[src/rtl/core/avsd_pkg.sv]
`timescale 1ns / 1ps
// Shared types and constants for the audio/video sync drop decider.
package avsd_pkg;

  // Timestamp field width on the ports and the number of low bits in use.
  localparam int TS_W      = 48;
  localparam int TIME_BITS = 48;
  // Signed width of the timestamp difference.
  localparam int EARLY_W   = TIME_BITS + 1;

  localparam int LIMIT_W   = 31;
  localparam int RUN_W     = 8;
  localparam int CNT_W     = 32;
  localparam int CFG_IDX_W = 3;
  localparam int CFG_DAT_W = 31;

  typedef enum logic [CFG_IDX_W-1:0] {
    CFG_AUDIO_ATTACHED  = 3'd0,
    CFG_VIDEO_TOO_LATE  = 3'd1,
    CFG_VIDEO_LATE      = 3'd2,
    CFG_AUDIO_LATE      = 3'd3,
    CFG_RUN_THRESHOLD   = 3'd4
  } cfg_idx_t;

  typedef enum logic {
    KIND_CHECK = 1'b0,
    KIND_CLEAR = 1'b1
  } kind_t;

  typedef struct packed {
    logic                      audio_attached;
    logic signed [LIMIT_W-1:0] video_too_late_limit;
    logic signed [LIMIT_W-1:0] video_late_limit;
    logic signed [LIMIT_W-1:0] audio_late_limit;
    logic        [RUN_W-1:0]   run_threshold;
  } cfg_t;

  typedef struct packed {
    logic            kind;
    logic [TS_W-1:0] video_timestamp;
    logic [TS_W-1:0] audio_timestamp;
  } item_t;

  typedef struct packed {
    logic             drop_video;
    logic             drop_audio;
    logic [CNT_W-1:0] video_late_events;
    logic [CNT_W-1:0] audio_late_events;
    logic [CNT_W-1:0] video_drops;
  } result_t;

endpackage

[src/rtl/core/avsd_in_if.sv]
`timescale 1ns / 1ps
// Request channel carrying one frame check or clear request.
interface avsd_in_if;
  logic                        valid;
  logic                        ready;
  logic                        kind;
  logic [avsd_pkg::TS_W-1:0]   video_timestamp;
  logic [avsd_pkg::TS_W-1:0]   audio_timestamp;

  modport source (output valid, kind, video_timestamp, audio_timestamp, input ready);
  modport sink   (input valid, kind, video_timestamp, audio_timestamp, output ready);
endinterface

[src/rtl/core/avsd_out_if.sv]
`timescale 1ns / 1ps
// Result channel carrying drop decisions and exception counters.
interface avsd_out_if;
  logic                         valid;
  logic                         ready;
  logic                         drop_video;
  logic                         drop_audio;
  logic [avsd_pkg::CNT_W-1:0]   video_late_events;
  logic [avsd_pkg::CNT_W-1:0]   audio_late_events;
  logic [avsd_pkg::CNT_W-1:0]   video_drops;

  modport source (output valid, drop_video, drop_audio, video_late_events,
                  audio_late_events, video_drops, input ready);
  modport sink   (input valid, drop_video, drop_audio, video_late_events,
                  audio_late_events, video_drops, output ready);
endinterface

[src/rtl/core/av_sync_drop_decider.sv]
`timescale 1ns / 1ps
// Audio/video sync drop decider: top level with request and result registers.
// Path: request register, decision logic and sync state, result register.
// Throughput: one request per cycle while out_ch.ready holds; the decision logic
// and sync state resolve one per cycle between the request and result registers.
// Reset: synchronous, active low; clears the handshake state, all counters and
// runs, sets the first-frame flag and loads the default limits.
module av_sync_drop_decider (
  input  logic                            clk,
  input  logic                            rst_n,
  avsd_in_if.sink                         in_ch,
  avsd_out_if.source                      out_ch,
  input  logic                            cfg_we,
  input  logic [avsd_pkg::CFG_IDX_W-1:0]  cfg_index,
  input  logic [avsd_pkg::CFG_DAT_W-1:0]  cfg_wdata
);

  avsd_pkg::cfg_t    cfg;
  avsd_pkg::item_t   req_r;
  logic              req_valid_r;
  avsd_pkg::result_t res;
  avsd_pkg::result_t out_r;
  logic              out_valid_r;
  logic              advance;
  logic              in_take;

  avsd_cfg_regs u_cfg (
    .clk       (clk),
    .rst_n     (rst_n),
    .cfg_we    (cfg_we),
    .cfg_index (cfg_index),
    .cfg_wdata (cfg_wdata),
    .cfg       (cfg)
  );

  // Resolve the held request once the result register can take it; the
  // result register frees in the same cycle as it is read out.
  assign advance = req_valid_r && (!out_valid_r || out_ch.ready);

  // Take a new request whenever the request register empties or moves on.
  assign in_ch.ready = !req_valid_r || advance;
  assign in_take     = in_ch.valid && in_ch.ready;

  always_ff @(posedge clk) begin
    if (!rst_n) begin
      req_valid_r <= 1'b0;
    end else if (in_ch.ready) begin
      req_valid_r <= in_ch.valid;
    end
  end

  // Request payload: hold while stalled, load on accept.
  always_ff @(posedge clk) begin
    if (in_take) begin
      req_r.kind            <= in_ch.kind;
      req_r.video_timestamp <= in_ch.video_timestamp;
      req_r.audio_timestamp <= in_ch.audio_timestamp;
    end
  end

  avsd_core u_core (
    .clk   (clk),
    .rst_n (rst_n),
    .fire  (advance),
    .item  (req_r),
    .cfg   (cfg),
    .res   (res)
  );

  // Result register: drop the valid when read out and nothing follows.
  always_ff @(posedge clk) begin
    if (!rst_n) begin
      out_valid_r <= 1'b0;
    end else if (advance) begin
      out_valid_r <= 1'b1;
    end else if (out_ch.ready) begin
      out_valid_r <= 1'b0;
    end
  end

  always_ff @(posedge clk) begin
    if (advance) begin
      out_r <= res;
    end
  end

  assign out_ch.valid             = out_valid_r;
  assign out_ch.drop_video        = out_r.drop_video;
  assign out_ch.drop_audio        = out_r.drop_audio;
  assign out_ch.video_late_events = out_r.video_late_events;
  assign out_ch.audio_late_events = out_r.audio_late_events;
  assign out_ch.video_drops       = out_r.video_drops;

endmodule

[src/rtl/core/avsd_cfg_regs.sv]
`timescale 1ns / 1ps
// Configuration register file for the sync drop decider.
module avsd_cfg_regs (
  input  logic                            clk,
  input  logic                            rst_n,
  input  logic                            cfg_we,
  input  logic [avsd_pkg::CFG_IDX_W-1:0]  cfg_index,
  input  logic [avsd_pkg::CFG_DAT_W-1:0]  cfg_wdata,
  output avsd_pkg::cfg_t                  cfg
);

  avsd_pkg::cfg_t cfg_r;

  always_ff @(posedge clk) begin
    if (!rst_n) begin
      cfg_r.audio_attached       <= 1'b0;
      cfg_r.video_too_late_limit <= -31'sd500000;
      cfg_r.video_late_limit     <= -31'sd40000;
      cfg_r.audio_late_limit     <= 31'sd40000;
      cfg_r.run_threshold        <= 8'd5;
    end else if (cfg_we) begin
      unique case (cfg_index)
        avsd_pkg::CFG_AUDIO_ATTACHED: cfg_r.audio_attached       <= cfg_wdata[0];
        avsd_pkg::CFG_VIDEO_TOO_LATE: cfg_r.video_too_late_limit <= cfg_wdata;
        avsd_pkg::CFG_VIDEO_LATE:     cfg_r.video_late_limit     <= cfg_wdata;
        avsd_pkg::CFG_AUDIO_LATE:     cfg_r.audio_late_limit     <= cfg_wdata;
        avsd_pkg::CFG_RUN_THRESHOLD:
          cfg_r.run_threshold <= cfg_wdata[avsd_pkg::RUN_W-1:0];
        default: ;
      endcase
    end
  end

  assign cfg = cfg_r;

endmodule

[src/rtl/core/avsd_core.sv]
`timescale 1ns / 1ps
// Decision logic and sync state: one request is resolved per fire pulse.
module avsd_core (
  input  logic             clk,
  input  logic             rst_n,
  input  logic             fire,
  input  avsd_pkg::item_t  item,
  input  avsd_pkg::cfg_t   cfg,
  output avsd_pkg::result_t res
);

  typedef struct packed {
    logic                       hit;
    logic [avsd_pkg::RUN_W-1:0] run;
  } bump_t;

  // Advance a lateness run; a run reaching the threshold makes one event.
  function automatic bump_t bump(input logic [avsd_pkg::RUN_W-1:0] run,
                                 input logic [avsd_pkg::RUN_W-1:0] thr);
    bump_t b;
    logic [avsd_pkg::RUN_W-1:0] inc;
    inc = run + avsd_pkg::RUN_W'(1);
    if (inc >= thr) begin
      b.hit = 1'b1;
      b.run = '0;
    end else begin
      b.hit = 1'b0;
      b.run = inc;
    end
    return b;
  endfunction

  logic                        first_frame_r,  first_frame_nxt;
  logic                        dropped_last_r, dropped_last_nxt;
  logic [avsd_pkg::RUN_W-1:0]  vrun_r, vrun_nxt;
  logic [avsd_pkg::RUN_W-1:0]  arun_r, arun_nxt;
  logic [avsd_pkg::CNT_W-1:0]  vcnt_r, vcnt_nxt;
  logic [avsd_pkg::CNT_W-1:0]  acnt_r, acnt_nxt;
  logic [avsd_pkg::CNT_W-1:0]  dcnt_r, dcnt_nxt;
  logic                        dv, da;

  logic [avsd_pkg::TIME_BITS-1:0]      vts, ats;
  logic signed [avsd_pkg::EARLY_W-1:0] early;
  logic signed [avsd_pkg::EARLY_W-1:0] too_late_lim, late_lim, alate_lim;
  bump_t                               vb, ab;

  assign vts   = item.video_timestamp[avsd_pkg::TIME_BITS-1:0];
  assign ats   = item.audio_timestamp[avsd_pkg::TIME_BITS-1:0];
  assign early = $signed({1'b0, vts}) - $signed({1'b0, ats});

  assign too_late_lim = {{(avsd_pkg::EARLY_W-avsd_pkg::LIMIT_W)
                          {cfg.video_too_late_limit[avsd_pkg::LIMIT_W-1]}},
                         cfg.video_too_late_limit};
  assign late_lim     = {{(avsd_pkg::EARLY_W-avsd_pkg::LIMIT_W)
                          {cfg.video_late_limit[avsd_pkg::LIMIT_W-1]}},
                         cfg.video_late_limit};
  assign alate_lim    = {{(avsd_pkg::EARLY_W-avsd_pkg::LIMIT_W)
                          {cfg.audio_late_limit[avsd_pkg::LIMIT_W-1]}},
                         cfg.audio_late_limit};

  assign vb = bump(vrun_r, cfg.run_threshold);
  assign ab = bump(arun_r, cfg.run_threshold);

  always_comb begin
    first_frame_nxt  = first_frame_r;
    dropped_last_nxt = dropped_last_r;
    vrun_nxt         = vrun_r;
    arun_nxt         = arun_r;
    vcnt_nxt         = vcnt_r;
    acnt_nxt         = acnt_r;
    dcnt_nxt         = dcnt_r;
    dv               = 1'b0;
    da               = 1'b0;
    if (item.kind == avsd_pkg::KIND_CLEAR) begin
      vcnt_nxt = '0;
      acnt_nxt = '0;
      dcnt_nxt = '0;
      vrun_nxt = '0;
      arun_nxt = '0;
    end else if (first_frame_r) begin
      first_frame_nxt  = 1'b0;
      dropped_last_nxt = 1'b0;
    end else if (!cfg.audio_attached) begin
      // no audio clock: leave everything as it is
    end else if (ats == '0) begin
      dropped_last_nxt = 1'b0;
    end else begin
      if (early < too_late_lim) begin
        vrun_nxt = vb.run;
        vcnt_nxt = vcnt_r + avsd_pkg::CNT_W'(vb.hit);
      end else if (early < late_lim && !dropped_last_r) begin
        dv       = 1'b1;
        dcnt_nxt = dcnt_r + avsd_pkg::CNT_W'(1);
      end else if (early > alate_lim) begin
        da       = 1'b1;
        arun_nxt = ab.run;
        acnt_nxt = acnt_r + avsd_pkg::CNT_W'(ab.hit);
      end else begin
        vrun_nxt = '0;
        arun_nxt = '0;
      end
      dropped_last_nxt = dv;
    end
  end

  always_ff @(posedge clk) begin
    if (!rst_n) begin
      first_frame_r  <= 1'b1;
      dropped_last_r <= 1'b0;
      vrun_r         <= '0;
      arun_r         <= '0;
      vcnt_r         <= '0;
      acnt_r         <= '0;
      dcnt_r         <= '0;
    end else if (fire) begin
      first_frame_r  <= first_frame_nxt;
      dropped_last_r <= dropped_last_nxt;
      vrun_r         <= vrun_nxt;
      arun_r         <= arun_nxt;
      vcnt_r         <= vcnt_nxt;
      acnt_r         <= acnt_nxt;
      dcnt_r         <= dcnt_nxt;
    end
  end

  assign res.drop_video        = dv;
  assign res.drop_audio        = da;
  assign res.video_late_events = vcnt_nxt;
  assign res.audio_late_events = acnt_nxt;
  assign res.video_drops       = dcnt_nxt;

endmodule
[src/flat_wrapper.sv]
// flat-port wrapper written by rule: the top's interface ports become plain ports
module av_sync_drop_decider_flat 
  (clk, rst_n, cfg_we, cfg_index, cfg_wdata, in_ch_valid, in_ch_kind, in_ch_video_timestamp, in_ch_audio_timestamp, in_ch_ready, out_ch_valid, out_ch_drop_video, out_ch_drop_audio, out_ch_video_late_events, out_ch_audio_late_events, out_ch_video_drops, out_ch_ready);
  avsd_in_if in_ch_i ();
  avsd_out_if out_ch_i ();
  input  logic clk;
  input  logic rst_n;
  input  logic cfg_we;
  input  logic [avsd_pkg::CFG_IDX_W-1:0] cfg_index;
  input  logic [avsd_pkg::CFG_DAT_W-1:0] cfg_wdata;
  input wire logic [$bits(in_ch_i.valid)-1:0] in_ch_valid;
  input wire logic [$bits(in_ch_i.kind)-1:0] in_ch_kind;
  input wire logic [$bits(in_ch_i.video_timestamp)-1:0] in_ch_video_timestamp;
  input wire logic [$bits(in_ch_i.audio_timestamp)-1:0] in_ch_audio_timestamp;
  output wire logic [$bits(in_ch_i.ready)-1:0] in_ch_ready;
  output wire logic [$bits(out_ch_i.valid)-1:0] out_ch_valid;
  output wire logic [$bits(out_ch_i.drop_video)-1:0] out_ch_drop_video;
  output wire logic [$bits(out_ch_i.drop_audio)-1:0] out_ch_drop_audio;
  output wire logic [$bits(out_ch_i.video_late_events)-1:0] out_ch_video_late_events;
  output wire logic [$bits(out_ch_i.audio_late_events)-1:0] out_ch_audio_late_events;
  output wire logic [$bits(out_ch_i.video_drops)-1:0] out_ch_video_drops;
  input wire logic [$bits(out_ch_i.ready)-1:0] out_ch_ready;
  assign in_ch_i.valid = in_ch_valid;
  assign in_ch_i.kind = in_ch_kind;
  assign in_ch_i.video_timestamp = in_ch_video_timestamp;
  assign in_ch_i.audio_timestamp = in_ch_audio_timestamp;
  assign in_ch_ready = in_ch_i.ready;
  assign out_ch_valid = out_ch_i.valid;
  assign out_ch_drop_video = out_ch_i.drop_video;
  assign out_ch_drop_audio = out_ch_i.drop_audio;
  assign out_ch_video_late_events = out_ch_i.video_late_events;
  assign out_ch_audio_late_events = out_ch_i.audio_late_events;
  assign out_ch_video_drops = out_ch_i.video_drops;
  assign out_ch_i.ready = out_ch_ready;
  av_sync_drop_decider u_core (.clk(clk), .rst_n(rst_n), .in_ch(in_ch_i), .out_ch(out_ch_i), .cfg_we(cfg_we), .cfg_index(cfg_index), .cfg_wdata(cfg_wdata));
endmodule
[config.mk]
export PLATFORM = sky130hd
export DESIGN_NAME = av_sync_drop_decider_flat
export DESIGN_NICKNAME = d
export VERILOG_FILES = /design/src/rtl/core/avsd_pkg.sv /design/src/rtl/core/avsd_in_if.sv /design/src/rtl/core/avsd_out_if.sv /design/src/rtl/core/av_sync_drop_decider.sv /design/src/rtl/core/avsd_cfg_regs.sv /design/src/rtl/core/avsd_core.sv /design/src/flat_wrapper.sv
export SDC_FILE = /design/constraint.sdc
export NUM_CORES = 1
export LEC_CHECK = 0
export ABC_AREA = 1
export BUFFER_PORTS_ARGS = -buffer_cell sky130_fd_sc_hd__buf_2
export CAP_MARGIN = 15
export CORE_ASPECT_RATIO = 0.75
export CORE_MARGIN = 2
export CORE_UTILIZATION = 50
export DETAILED_ROUTE_END_ITERATION = 8
export PLACE_DENSITY_LB_ADDON = 0.3
export RECOVER_POWER = 100
export SLEW_MARGIN = 30
export SYNTH_ARGS = -nofsm -noshare
export SYNTH_HDL_FRONTEND = slang
export SYNTH_SLANG_ARGS = --single-unit
[constraint.sdc]
create_clock -name clk -period 5.4 [get_ports clk]
set_input_delay 0.27 -clock clk [delete_from_list [all_inputs] [get_ports clk]]
set_output_delay 0.27 -clock clk [all_outputs]
set_load 0.03 [all_outputs]
Word-level counts from Yosys, hierarchy flattened
Cells that the tools add are included.

operators by class
  $add $sub $neg = 6
  magnitude comparators = 5
  equal/unequal tests = 10
  bitwise gates (word level) = 2
  reductions and logical operators = 24
  multiplexer cells = 42

operators with widths
  kind                   number
  $mux 32                18
  $mux 8                 14
  $lt 49x31->1           2
  $add 32x1->32          2
  $gt 49x31->1           1
  $sub 48x48->49         1
  $logic_not 48->1       1
  $add 32x1->32 const B  1
  $mux 9                 2
  $add 8x1->8 const B    2
  $ge 8x8->1             2
  $reduce_and 2->1       6
  $reduce_and 6->1       2
  $mux 1                 8
  $ne 2x1->1 const B     4
  $eq 3x2->1 const B     2
  $ne 3x2->1 const B     2
  $reduce_bool 2->1      3
  $reduce_or 6->1        1
  $eq 3x1->1 const B     1
  $eq 3x3->1 const B     1
  $logic_and 1x1->1      3
  $logic_not 1->1        3
  $logic_not 3->1        1
  other kinds (4)        6

storage, ports and cells
  input bits = 136
  register bits = 413

Depth between registers and ports, before layout
Gate-level depths: netlist (run 1).

  depth after elaboration = 11
  depth in mapped cells = 34
  gate-level depth less buffers = 33

Hierarchy
Synthesis (run 1) repeated with hierarchy kept, for this count alone.

second synthesis, totals
  cells, all modules = 3388
  area, all modules = 25217.9 µm²

by module, submodules not included
  module                seq. area each (µm²)  instances  area each (µm²)  cells each
  avsd_core             2282.2                1          15363.5          2631
  av_sync_drop_decider  5895.7                1          5950.7           208
  avsd_cfg_regs         2042.0                1          3903.7           549

Least setup slack after synthesis (run 1)
No wires, ideal clock.

  path type = register to register
  from = reg u_core.req_r[0] in the netlist's numbering
  to = reg u_core.out_r, in the netlist u_core.out_ch.audio_late_events[19] (data pin)
  data required time = 5147 ps
  data arrival time = 4158 ps
  path buffers = 1
  cell stages (with the launch flop) = 28
  path slack = 988 ps
  period minus slack after synthesis = 4412 ps
  cells stage by stage = edfxtp_1 ha_1 fa_1 nand3b_1 nand2_2 a21oi_1 o21ai_1 a21oi_1 inv_1 a21oi_1 inv_1 nand2_1 o21ai_0 xor2_1 inv_1 ha_1 a21oi_1 o21a_1 nand2_1 a21oi_1 nand4_2 nand2_8 nand2_4 nor2_4 buf_4 nand3_1 nand3_1 inv_1

RTL lines
  what                  line                        text
  from (decl)           av_sync_drop_decider.sv:19  avsd_pkg::item_t req_r;
  to (signal assigned)  av_sync_drop_decider.sv:83  out_r <= res;
  to (decl)             av_sync_drop_decider.sv:22  avsd_pkg::result_t out_r;

==> flow_summary.json, run 1 <==
{
  "grt_max_degree": 200,
  "p_sw_mw": 2.61,
  "worst_setup_path_end_kind": "register",
  "instances_no_fill": 4178,
  "pwr-share-comb": 0.226,
  "critPathMaxFanout": 15,
  "dr.pass1.iters": 7,
  "cp_num_buf_inv": 3,
  "grt_pass1_vias": 20586,
  "nets": 3849,
  "cp_top_family": "compound AO/OA/AOI/OAI gates",
  "gr-total-overflow": 0,
  "grtUsageTotal": 0.255,
  "ys_types": 58,
  "cts_sinks": 413,
  "diodes": 0,
  "fin_skew_ns": 0.0159,
  "hold_path_depth": 3,
  "setup_ws_ns": 0.279,
  "fin_crit_sh": 0.948,
  "fin_util": 0.602,
  "crit_type": "register to register",
  "syn_area_sq_mm": 0.0249,
  "period_minus_slack_ns": 5.12,
  "postSynthNetCount": 3497,
  "via_per_inst": 5.33,
  "switching_share": 0.310,
  "mostFrequentLayoutCells": "nand2_1 (574), inv_1 (517), a21oi_1 (268)",
  "layout_commonest_cell": "nand2_1",
  "slowest_stage": "edfxtp_1",
  "cts_tree": "done",
  "cap_violations": 4,
  "rsz0062_at_grt": "yes",
  "clk_latency_ns": 0.58,
  "dpl_cell_area_sq_mm": 0.0267,
  "drc": 0,
  "fin_area_sq_mm": 0.0295,
  "power_density_mw_per_mm2": 286,
  "worstPathArrival_ns": 5.43,
  "clockBufferDepth": 3,
  "dp_hpwl_microns": 46000,
  "pwr-share-clk": 0.353,
  "synth_edf_count": 195,
  "htree_num_levels": 2,
  "max-vdd-ir-drop_uv": 242,
  "avgSynthCellArea_sq_um": 7.92,
  "clk_pin_slew_worst_paths_ns": 0.06,
  "synth-seq-cells": 413,
  "portBuffers": 235,
  "synthFlopType": "dfxtp_1",
  "num_io_pins": 236,
  "tns_ns": 0,
  "syn_inst": 3144,
  "vias": 22284,
  "yosys.area.top_type": "edfxtp_1",
  "drtAntennaViolNets": 0,
  "fmax_mhz": 195,
  "area_delta_synth_final_pct": 18.4,
  "synthTopCellsByArea": "edfxtp_1 (24%), dfxtp_1 (18%), ha_1 (11%)",
  "drt_iter0_drc": 1918,
  "violations": "capacitance limit, slew limit",
  "synth_top_area_share": 0.235,
  "critPathMaxStageDelay_ns": 0.40,
  "yosysWarnings": 0,
  "placed_cells": 3964,
  "cts_buffers": 44,
  "pwr-share-seq": 0.421,
  "finalSetupViolCount": 0,
  "die_w_microns": 262,
  "status": "finished, violations left",
  "power.internal_mw": 5.83,
  "drive_gt1_frac": 0.100,
  "hold_viol_final": 0,
  "worstHoldPathType": "primary input to register",
  "slew_violations": 241,
  "slew_headroom": -1.65,
  "antenna_found_initial": 0,
  "post_drt_wl_per_cell_microns": 15.9,
  "ys_seq_area_frac": 0.410,
  "initial_utilization": 0.509,
  "floorplan.rows": 70,
  "p_leak_nw": 13.5,
  "cts_root_buf": "clkbuf_16",
  "grt_pass1_wl_microns": 106000,
  "worstMarginPinSlew_ns": 3.98,
  "dpl_worst_slack_ns": -0.0240,
  "async_reset_ff_frac": 0,
  "reg2regPathDepth": 26,
  "die_y_microns": 197,
  "core_sq_mm": 0.0490,
  "dieArea_sq_mm": 0.0516,
  "gp_congestion": 0.928,
  "routed_wirelength_microns": 66600,
  "path_depth": 26,
  "start_kind": "register",
  "cp.required_ns": 5.71
}
[per-layer routing]
metal  vias up  wire length, microns  GRT usage
met5         -                     0          0
met4         0                  1770     0.0779
met3       123                  5620     0.0525
met2       810                 28000      0.376
met1     10131                 31200      0.373
li1      11220                     -          -
[worst paths after layout]
| check | startpoint | end | slack [ns] |
|---|---|---|---|
| setup reg to reg | u_core.req_r[0] | u_core.out_ch.video_drops[28] | 0.28 |
| hold reg to reg | u_core.u_cfg.cfg[22] | u_core.u_cfg.cfg[22] | 0.46 |
| setup / recovery | u_core.req_r[0] | u_core.out_ch.video_drops[28] | 0.28 |
| hold / removal | in_ch_valid | u_core.req_valid_r | 0.03 |
[Yosys cell counts, types with 5 or more instances]
library cell	count
edfxtp_1	195
o21a_1	10
nor2_1	206
inv_1	519
o21bai_1	8
buf_2	17
a21oi_1	282
xor2_1	39
buf_4	7
o21ai_0	203
nor3_1	39
nand3b_1	18
xnor2_1	20
nand2_1	575
o21ai_1	11
nor2_4	7
o211ai_1	45
nor4_1	6
nor2_2	6
nand4_1	99
nand3_1	208
a21oi_2	26
nand3_2	19
nand2_2	9
clkbuf_1	67
dfxtp_1	218
a21o_1	12
buf_6	8
inv_2	5
ha_1	216
[cells by family after synthesis]
kind of cell,Yosys count,share of synthesized area
and+or+nand+nor,1216,0.224
buffers and inverters,628,0.0996
AOI/OAI and AO/OA,611,0.136
DFF,413,0.410
adders and majority gates,217,0.109
xor gates and xnor gates,59,0.0207
[through the flow]
step / total power [mW] / hold slack [ns]
CTS: 8.42 / 0.00348
global route: 8.87 / 0.0453
finish: 8.44 / 0.0346
floorplan: 4.86 / 0.369
detailed placement: 5.38 / 0.448
global placement: 5.34 / 0.447
[area by class of cell]
class                   count  area [sq um]
clock inverters            22           175
clock buffers              58          1200
flip-flops and latches    413         10200
repair buffers            407          2700
well taps                 648           811
inverters                 525          1990
multi-input cells        2105         12400
fillers                  4364         19500
[worst min-delay path, delay by kind of cell]
family | cells | cell delay, ns
compound gates | 1 | 0.13
simple gates | 1 | 0.09
buf+inv | 1 | 0.07
[power groups by stage]
stage	sequential [mW]	clock, mW	combinational [mW]
floorplan	3.67	0	1.20
global placement	3.61	0	1.73
detailed placement	3.61	0	1.77
CTS	3.55	3.03	1.85
global route	3.57	3.16	2.14
finish	3.55	2.98	1.90
[flip-flops by register name, summed over array words and instances (netlist names), 8 cells and up]
signal                           cells
u_core.u_core.vrun_r                 8
u_core.out_ch.video_drops           32
u_core.u_core.arun_r                 8
u_core.out_ch.audio_late_events     32
u_core.u_core.acnt_r                32
u_core.u_cfg.cfg                   102
u_core.out_ch.video_late_events     32
u_core.u_core.vcnt_r                32
u_core.req_r                        97
u_core.u_core.dcnt_r                32
[what timing repair did]
item,CTS,global route
hold endpoints to repair,150,0
hold buffers,125,0
gates cloned,0,3
gates resized for setup,1,37
pin swaps,0,5
setup endpoints to repair,13,210
buffers inserted,0,6
Power figures use the tool's default switching activity.
==> inputs of run 2 (changes only) <==
Settings changed: ABC_CLOCK_PERIOD_IN_PS from default to 5400, SYNTH_HIERARCHICAL from default to 1.
==> run 2 against run 1 <==
The run still ends with capacitance limit, slew limit left; utilization is essentially flat; cell count grew 6.1%; sequential power is essentially flat; hold slack gained 0.059 ns; die area grew 1.2%; wire length grew 4.1%; cell area grew 2.1%; first-iteration DRC count grew 22%; area after synthesis grew 1.2%; combinational power grew 6%; sequential cell count is the same; largest cell class unchanged.
==> flow_summary.json, run 2 <==
{
  "status": "finished, violations left",
  "violations": "capacitance limit, slew limit",
  "nets": 4093,
  "core_sq_mm": 0.0500,
  "worstMarginPinSlew_ns": 4.74,
  "slew_headroom": -2.16,
  "hold_viol_final": 0,
  "initial_utilization": 0.504,
  "synth_most_common_cell": "nand2_1",
  "drive_gt1_frac": 0.0831,
  "layout_commonest_cell": "nand2_1",
  "slowest_stage": "edfxtp_1",
  "synth_common_cells": "nand2_1 (711), inv_1 (584), nor2_1 (348)",
  "hold_slack_ns": 0.0941,
  "hp-start": "cfg_wdata[4]",
  "worstHoldPathType": "primary input to register",
  "largest_reg_flops": 102,
  "async_reset_ff_frac": 0,
  "grt_pass1_wl_microns": 111000,
  "dp_hpwl_microns": 46400,
  "drc": 0,
  "dieArea_sq_mm": 0.0523,
  "area_delta_synth_final_pct": 19.4,
  "post_drt_wl_per_cell_microns": 15.6,
  "worstPathArrival_ns": 5.41,
  "synth-seq-cells": 413,
  "yosys.area.top_type": "edfxtp_1",
  "dr.pass1.iters": 6,
  "diodes": 0,
  "avgSynthCellArea_sq_um": 7.44,
  "fin_skew_ns": 0.0264,
  "fin_util": 0.602,
  "vias": 23245,
  "antenna_found_initial": 0,
  "p_leak_nw": 14.3,
  "clockBufferDepth": 3,
  "synth_top_area_share": 0.232,
  "synth_edf_count": 195,
  "num_io_pins": 236,
  "n_fill_cell": 4452,
  "fin_crit_sh": 0.940,
  "die_w_microns": 263,
  "critPathMaxFanout": 33,
  "max-vdd-ir-drop_uv": 231,
  "die_y_microns": 198,
  "grtUsageTotal": 0.260,
  "cap_violations": 3,
  "worst_setup_path_end_kind": "register",
  "floorplan.rows": 71,
  "startpoint": "u_core/req_r[0]",
  "clk_pin_slew_worst_paths_ns": 0.06,
  "drt_iter0_drc": 2343,
  "cp.required_ns": 5.73,
  "gr-total-overflow": 0,
  "power_density_mw_per_mm2": 295,
  "clk_latency_ns": 0.60,
  "via_per_inst": 5.24,
  "period_minus_slack_ns": 5.08,
  "postSynthNetCount": 3741,
  "syn_area_sq_mm": 0.0252,
  "cts_tree": "done",
  "syn_inst": 3388,
  "synthFlopType": "dfxtp_1",
  "grt_max_degree": 215,
  "routed_wirelength_microns": 69300,
  "cpMostUsedCell": "nand2_1",
  "start_kind": "register",
  "crit_type": "register to register",
  "mostFrequentLayoutCells": "nand2_1 (704), inv_1 (581), nor2_1 (348)",
  "rr_startpoint": "u_core/req_r[0]",
  "drtAntennaViolNets": 0,
  "ys_types": 44,
  "portBuffers": 235,
  "fmax_mhz": 197,
  "slew_violations": 219,
  "finalSetupViolCount": 0,
  "cts_sinks": 413,
  "grt_pass1_vias": 21261,
  "critPathMaxStageDelay_ns": 0.43,
  "cts_root_buf": "clkbuf_16",
  "htree_num_levels": 2,
  "synthTopCellsByArea": "edfxtp_1 (23%), dfxtp_1 (17%), ha_1 (11%)",
  "yosysWarnings": 6,
  "ys_seq_area_frac": 0.405,
  "cts_buffers": 45,
  "cp_top_family": "simple AND/OR/NAND/NOR gates",
  "gp_congestion": 0.912,
  "cp_num_buf_inv": 5
}
run 2: cell count changes after synthesis, moves of 25 or more:
cell | before | now
a21oi_1 | 282 | 243
a21oi_2 | 26 | 1
inv_1 | 519 | 584
nand2_1 | 575 | 711
nand3_1 | 208 | 301
nor2_1 | 206 | 348
o211ai_1 | 45 | 3
o21ai_0 | 203 | 166
run 2: report_power, final:
group / internal, mW / leakage, nW / total [mW] / switching, mW
logic: 0.734 / 9.84 / 2.02 / 1.29
clock network: 1.94 / 0.757 / 3.29 / 1.35
registers: 3.45 / 3.69 / 3.56 / 0.109
total: 6.12 / 14.3 / 8.87 / 2.75
run 2: worst register-to-register path, delay by kind of cell (launching register included):
kind	cells	cell delay, ns
AOI/OAI and AO/OA	2	0.27
xor gates and xnor gates	1	0.18
adders and majority gates	3	0.86
buffers and inverters	5	0.60
DFF	1	0.43
and+or+nand+nor	21	2.47
run 2: worst paths after layout:
| path | to | slack (ns) | cells after the start |
|---|---|---|---|
| setup reg to reg | u_core/out_ch.video_late_events[25] | 0.32 | 32 |
| setup / recovery | u_core/out_ch.video_late_events[25] | 0.32 | 32 |
| hold reg to reg | u_core/u_cfg/cfg[18] | 0.46 | 2 |
| hold / removal | u_core/u_cfg/cfg[4] | 0.09 | 5 |
run 2: cells by family (layout without fill, tap and decap cells):
logic type / Yosys count / after routing / synth area share
AOI/OAI and AO/OA: 458 / 458 / 0.0958
xor gates and xnor gates: 58 / 58 / 0.0201
adders and majority gates: 217 / 217 / 0.108
buffers and inverters: 700 / 1089 / 0.108
DFF: 413 / 413 / 0.405
and+or+nand+nor: 1542 / 1542 / 0.263
run 2: timing repair:
| item | in CTS | in global routing |
|---|---|---|
| gates cloned | 0 | 3 |
| pin swaps | 1 | 5 |
| endpoints found under the hold margin | 147 | 0 |
| buffers inserted | 1 | 4 |
| endpoints found under the setup margin | 10 | 209 |
| resized for setup | 1 | 42 |
| hold buffers | 127 | 0 |
run 2: routing by layer:
| layer | track usage | vias to the layer above | routed length [microns] |
|---|---|---|---|
| met2 | 0.394 | 858 | 28900 |
| met5 | 0 | - | 0 |
| met3 | 0.0413 | 105 | 5540 |
| met4 | 0.0620 | 0 | 1300 |
| li1 | - | 11773 | - |
| met1 | 0.387 | 10509 | 33600 |
run 2: final cells by class:
class	count	area, sq um	share of cell area
Inverter	593	2230	0.0740
Multi-Input combinational cell	2275	12400	0.413
Sequential cell	413	10200	0.339
Clock inverter	22	307	0.0102
Timing Repair Buffer	412	2820	0.0938
Tap cell	657	822	0.0273
Clock buffer	62	1260	0.0418
run 2: stage by stage:
step	power [mW]	std cells	area, sq um	TNS [ns]	worst slack (ns)
floorplan	4.87	3388	25200	0	0.647
global placement	5.42	4215	27200	0	0.0998
detailed placement	5.45	4215	27200	-0.125	-0.0596
CTS	8.82	4427	30000	0	0.0275
global route	9.30	4434	30100	-0.271	-0.0534
finish	8.87	4434	30100	0	0.324
